## config.mk

```make
export PLATFORM = sky130hd
export DESIGN_NAME = res_ctrl
export DESIGN_NICKNAME = d
export VERILOG_FILES = /design/src/rtl/core/res_pkg.sv /design/src/rtl/core/res_ctrl.sv
export SDC_FILE = /design/constraint.sdc
export NUM_CORES = 1
export LEC_CHECK = 0
export BUFFER_PORTS_ARGS = -buffer_cell sky130_fd_sc_hd__buf_2
export CAP_MARGIN = 20
export CORE_AREA = 5 5 42 44
export CTS_CLUSTER_DIAMETER = 50
export DETAILED_ROUTE_END_ITERATION = 10
export DIE_AREA = 0 0 47 49
export RECOVER_POWER = 25
export SYNTH_ARGS = -nofsm -noshare
export SYNTH_HDL_FRONTEND = slang
export SYNTH_SLANG_ARGS = --single-unit
```

## constraint.sdc

```tcl
create_clock -name clock -period 3.39 [get_ports clock]
set_input_delay 0.678 -clock clock [delete_from_list [all_inputs] [get_ports clock]]
set_output_delay 0.678 -clock clock [all_outputs]
set_load 0.005 [all_outputs]
```

## src/rtl/core/res_pkg.sv

```systemverilog
// shared types and constants of the repressilator euler stepper
package res_pkg;

   localparam int unsigned QW = 32;

   localparam logic [1:0] STATUS_OK        = 2'd0;
   localparam logic [1:0] STATUS_NO_START  = 2'd1;
   localparam logic [1:0] STATUS_PAST_END  = 2'd2;

   localparam logic CMD_LOAD = 1'b0;
   localparam logic CMD_STEP = 1'b1;

   localparam logic [2:0] REG_START_TIME = 3'd0;
   localparam logic [2:0] REG_END_TIME   = 3'd1;
   localparam logic [2:0] REG_STEP_SIZE  = 3'd2;
   localparam logic [2:0] REG_MAX_RATE   = 3'd3;
   localparam logic [2:0] REG_LEAK_RATE  = 3'd4;
   localparam logic [2:0] REG_HILL_EXP   = 3'd5;
   localparam logic [2:0] REG_DECAY      = 3'd6;

   typedef enum logic [3:0] {
      ST_IDLE,
      ST_POW,
      ST_DIV_START,
      ST_DIV_WAIT,
      ST_MDERIV,
      ST_PDERIV,
      ST_MUPD,
      ST_PUPD,
      ST_NEXT_GENE,
      ST_COMMIT,
      ST_RESULT
   } state_type;

   // controller to datapath
   typedef struct packed {
      logic load;
      logic init_pow;
      logic pow_mul;
      logic div_start;
      logic mderiv;
      logic pderiv;
      logic mupd;
      logic pupd;
      logic next_gene;
      logic commit;
      logic early_result;
      logic rsp_set;
      logic rsp_clear;
   } cmd_type;

   // datapath to controller
   typedef struct packed {
      logic pow_done;
      logic div_done;
      logic last_gene;
      logic loaded;
      logic past_end;
      logic rsp_full;
   } status_type;

   function automatic logic signed [31:0] sat32(input logic signed [65:0] x);
      logic signed [31:0] r;
      if (x > 66'sd2147483647) r = 32'sh7fffffff;
      else if (x < -66'sd2147483648) r = 32'sh80000000;
      else r = x[31:0];
      return r;
   endfunction

endpackage

```

## src/rtl/core/res_ctrl.sv

```systemverilog
// sequencer for load and step transactions
module res_ctrl (
   input  logic               clock,
   input  logic               reset,
   input  logic               req_valid,
   input  logic               req_command,
   output logic               req_ready,
   input  logic               rsp_ready,
   output logic               rsp_valid,
   input  res_pkg::status_type status,
   output res_pkg::cmd_type    cmd
);
   res_pkg::state_type state_ff, state_in;
   logic accept, rsp_take;

   assign req_ready = (state_ff == res_pkg::ST_IDLE) && !status.rsp_full;
   assign accept    = req_valid && req_ready;
   assign rsp_valid = status.rsp_full;
   assign rsp_take  = rsp_valid && rsp_ready;

   always_comb begin
      state_in = state_ff;
      unique case (state_ff)
         res_pkg::ST_IDLE:
            if (accept && req_command == res_pkg::CMD_STEP) begin
               if (!status.loaded || status.past_end) state_in = res_pkg::ST_RESULT;
               else state_in = res_pkg::ST_POW;
            end
         res_pkg::ST_POW:
            if (status.pow_done) state_in = res_pkg::ST_DIV_START;
         res_pkg::ST_DIV_START: state_in = res_pkg::ST_DIV_WAIT;
         res_pkg::ST_DIV_WAIT:
            if (status.div_done) state_in = res_pkg::ST_MDERIV;
         res_pkg::ST_MDERIV: state_in = res_pkg::ST_PDERIV;
         res_pkg::ST_PDERIV: state_in = res_pkg::ST_MUPD;
         res_pkg::ST_MUPD:   state_in = res_pkg::ST_PUPD;
         res_pkg::ST_PUPD:   state_in = res_pkg::ST_NEXT_GENE;
         res_pkg::ST_NEXT_GENE:
            state_in = status.last_gene ? res_pkg::ST_COMMIT : res_pkg::ST_POW;
         res_pkg::ST_COMMIT: state_in = res_pkg::ST_IDLE;
         res_pkg::ST_RESULT: state_in = res_pkg::ST_IDLE;
         default: state_in = res_pkg::ST_IDLE;
      endcase
   end

   always_comb begin
      cmd = '0;
      cmd.rsp_clear = rsp_take;
      unique case (state_ff)
         res_pkg::ST_IDLE: begin
            cmd.load = accept && req_command == res_pkg::CMD_LOAD;
            cmd.init_pow = accept && req_command == res_pkg::CMD_STEP;
         end
         res_pkg::ST_POW: cmd.pow_mul = !status.pow_done;
         res_pkg::ST_DIV_START: cmd.div_start = 1'b1;
         res_pkg::ST_MDERIV: cmd.mderiv = 1'b1;
         res_pkg::ST_PDERIV: cmd.pderiv = 1'b1;
         res_pkg::ST_MUPD: cmd.mupd = 1'b1;
         res_pkg::ST_PUPD: cmd.pupd = 1'b1;
         // next gene: load its repressor as the first power term
         res_pkg::ST_NEXT_GENE: cmd.next_gene = !status.last_gene;
         res_pkg::ST_COMMIT: begin
            cmd.commit = 1'b1;
            cmd.rsp_set = 1'b1;
         end
         res_pkg::ST_RESULT: begin
            cmd.early_result = 1'b1;
            cmd.rsp_set = 1'b1;
         end
         default: cmd = '0;
      endcase
   end

   always_ff @(posedge clock) begin
      if (reset) state_ff <= res_pkg::ST_IDLE;
      else state_ff <= state_in;
   end
endmodule

```

==> summary.md <==
| Metric | Value |
|---|---|
| Global-route wire length before repair | `1610 um` |
| Worst Hold Class | `flop to flop` |
| Psw | `0.133 mW` |
| Final #Nets | `86` |
| Overall power | `0.321 mW` |
| Port bufs | `25` |
| Final slew viol count | `0` |
| Num CTS Buffers | `3` |
| Via density | `5.06` |
| Routed len/inst | `12.0 um` |
| Hold buffers post-CTS | `0` |
| CP Capture Point | `cmd[12]` |
| Worst skew pair latency | `230 ps` |
| DRT Pass-1 Iters | `2` |
| Vias in the first global route | `402` |
| Worst R2R Path Depth | `3` |
| Pwr Density | `591 nW/um^2` |
| Fillers | `159` |
| Initial core utilization | `31.9%` |
| Worst setup EP type | `output pin` |
| Drt drc | `0` |
| Post-CTS Setup Inserts | `0` |
| Synth warnings | `0` |
| Die footprint | `2300 sq um` |
| Final wirelength | `1070 um` |
| DR iter-0 viols | `2` |
| I/O Pins | `26` |
| Synth cell types | `30` |
| Syn Std Cell Area | `447 sq um` |
| Antenna violations before repair | `0` |
| Layout area overhead | `21.8%` |
| Mux contribution to synthesized area | `2.24%` |
| Ant diodes | `0` |
| Post-CTS sizing | `0` |
| Worst-Margin Slew | `822 ps` |
| Total Routing Usage GR | `9.28%` |
| Final min period | `2520 ps` |
| Core Region | `1400 sq um` |
| Worst Skew | `0.944 ps` |
| Max reg flops | `4` |
| Post-synthesis sequential area ratio | `17.9%` |
| Ratio of cells with drive above 1 in the final layout | `47.9%` |
| Combinational power share | `50.7%` |
| Area share of fa/ha/maj cells after synthesis | `0%` |
| GRT overflow | `0` |
| Kind of start point of the critical path | `flop` |
| H-tree Lvls | `1` |
| MaxCap Viol Count | `0` |
| Period utilisation layout | `74.5%` |
| RD Place Congestion | `0.667` |
| Biggest register | `state_ff` |
| Main combinational cell family by area after synthesis | `simple AND/OR/NAND/NOR gates` |
| Worst-path fanout max | `11` |
| Syn Area/Cell | `8.93 sq um` |
| Die Wd | `47 um` |
| TritonCTS clock tree | `yes` |
| RSZ-0062 raised after global routing | `false` |
| Clk network pwr share | `18.4%` |
| Int Power | `0.188 mW` |
| Worst Setup Path Type | `flop to output pin` |
| Pin count of the biggest net entering global routing | `14` |
| FF+latch count, synth | `4` |
| Worst setup path startpoint | `state_ff[1]$_SDFFE_PP0P_` |
| Reg-to-reg startpoint | `state_ff[1]$_SDFFE_PP0P_` |
| Synth Area in Compound Gates | `21.3%` |
| Number of cell rows | `14` |
| Seq pwr share | `31.0%` |
| Status | `complete, no violations` |
| Clk root buf | `clkbuf_4` |
| Max frequency | `396 MHz` |
| Fin. Hold Viols | `0` |
| Setup TNS | `0 ps` |
| Die Ht | `49 um` |
| Detail Placement HPWL | `841 um` |
| Net count after synthesis | `61` |
| Biggest regs | `state_ff: 4 flops` |
| Hold depth | `1` |
| CP arrival | `1850 ps` |
| R2R Setup Slk | `1680 ps` |
| Final Setup Violations | `0` |
| Clock Sinks | `4` |
| Rel. slew slack | `44.7%` |
| Reg2reg end | `state_ff[0]$_SDFFE_PP0P_` |
| Antenna Nets Post-Route | `0` |
| Maximum VDD drop | `0.236 mV` |
| Fraction of power spent switching nets | `41.5%` |
| Xor/xnor cell area share of the yosys netlist | `1.96%` |
| Mapped Cells | `50` |
| Longest Clk Path Bufs | `2` |
| Total number of vias | `450` |
| Synth Area in Simple Gates | `44.8%` |
| Leakage | `0.262 nW` |
| CTS clk-pin slew, worst paths | `40 ps` |
| Req. time, crit path | `2710 ps` |
==> critical path, cell delays in order (launching register included) <==
cell	delay, ps
dfxtp_1	410
nor4_1	760
and4bb_2	330
buf_2	110
==> cells in the final DEF, fill, tap and decap left out <==
master	instances
o2111a_1	1
nand2_1	2
o21ba_2	1
a211oi_2	1
mux2i_1	1
inv_1	1
xor2_1	1
o21ba_1	1
nor4_2	1
nand3b_1	1
nand2b_1	4
nor4b_2	1
buf_2	25
clkbuf_4	3
or2_1	1
nor2_1	5
o21a_1	1
or2b_1	1
and3_4	1
nor3_1	4
a22oi_1	2
a21o_2	1
nor4_1	2
a211oi_1	1
dfxtp_1	4
o211ai_1	1
and4bb_2	1
and4b_1	1
a21oi_1	1
nor2b_1	2
==> how the worst min path moves through the flow <==
| stage | startpoint | to | slack (ps) |
|---|---|---|---|
| 5_1_grt | reset | state_ff[3]$_SDFFE_PP0P_ | 740 |
| 6_report | state_ff[3]$_SDFFE_PP0P_ | state_ff[2]$_SDFFE_PP0P_ | 700 |
| 3_3_place_gp | state_ff[3]$_SDFFE_PP0P_ | state_ff[2]$_SDFFE_PP0P_ | 730 |
| 3_5_place_dp | state_ff[3]$_SDFFE_PP0P_ | state_ff[2]$_SDFFE_PP0P_ | 740 |
| 2_1_floorplan | state_ff[3]$_SDFFE_PP0P_ | state_ff[2]$_SDFFE_PP0P_ | 610 |
| 4_1_cts | reset | state_ff[3]$_SDFFE_PP0P_ | 740 |
==> layout make-up <==
type | count | area (sq um) | share of cell area (%)
Clock buffer | 3 | 22.5 | 4.14
Inverter | 1 | 3.75 | 0.690
Sequential cell | 4 | 80.1 | 14.7
Timing Repair Buffer | 25 | 125 | 23.0
Multi-Input combinational cell | 40 | 293 | 53.8
Tap cell | 16 | 20.0 | 3.68
==> metrics by stage <==
| step | hold slack [ps] | cells | utilization, % | instance area [sq um] | worst slack [ps] |
|---|---|---|---|---|---|
| floorplan | 615 | 50 | - | 447 | 1690 |
| global placement | 727 | 86 | 38.8 | 543 | 1400 |
| detailed placement | 737 | 86 | 38.8 | 543 | 1360 |
| CTS | 738 | 89 | 40.4 | 566 | 1110 |
| global route | 739 | 89 | 38.8 | 544 | 712 |
| finish | 703 | 89 | 38.8 | 544 | 866 |
==> routing by layer <==
metal | GRT usage [%] | up-vias | routed length [um]
met1 | 12.0 | 194 | 483
met4 | 5.53 | 0 | 14
li1 | - | 230 | -
met5 | 0 | - | 0
met2 | 13.8 | 24 | 434
met3 | 1.48 | 2 | 134
==> synthesized netlist by cell type <==
library cell / count / area share [%]
a211oi_1: 1 / 1.7
a211oi_2: 1 / 2.8
a21o_2: 1 / 2.0
a21oi_1: 1 / 1.1
a22oi_1: 2 / 3.4
and3_4: 1 / 2.5
and4b_1: 1 / 2.2
and4bb_2: 1 / 2.8
buf_4: 2 / 3.4
buf_6: 3 / 7.6
dfxtp_1: 4 / 18
inv_1: 1 / 0.84
mux2i_1: 1 / 2.2
nand2_1: 2 / 1.7
nand2b_1: 4 / 5.6
nand3b_1: 1 / 1.7
nor2_1: 5 / 4.2
nor2b_1: 2 / 2.8
nor3_1: 4 / 4.5
nor4_2: 2 / 5.6
nor4_4: 1 / 4.8
nor4b_2: 1 / 3.4
o2111a_1: 1 / 2.5
o211ai_1: 1 / 1.7
o21a_1: 1 / 1.7
o21ba_1: 1 / 2.2
o21ba_2: 1 / 2.2
or2_1: 1 / 1.4
or2b_1: 1 / 1.7
xor2_1: 1 / 2.0
==> power by group through the flow <==
stage / Sequential (mW) / Combinational, mW / Clock, mW
after floorplan: 0.0736 / 0.186 / 0
after global placement: 0.108 / 0.179 / 0
after detailed placement: 0.108 / 0.178 / 0
after CTS: 0.107 / 0.179 / 0.0612
after global routing: 0.104 / 0.179 / 0.0643
final: 0.0995 / 0.163 / 0.0591
==> cells by family after synthesis <==
group                     Yosys count
muxes                               1
and+or+nand+nor                    27
DFF                                 4
AOI/OAI and AO/OA                  11
buffers and inverters               6
xor gates and xnor gates            1
No activity file was read; power rests on OpenSTA's default activity.
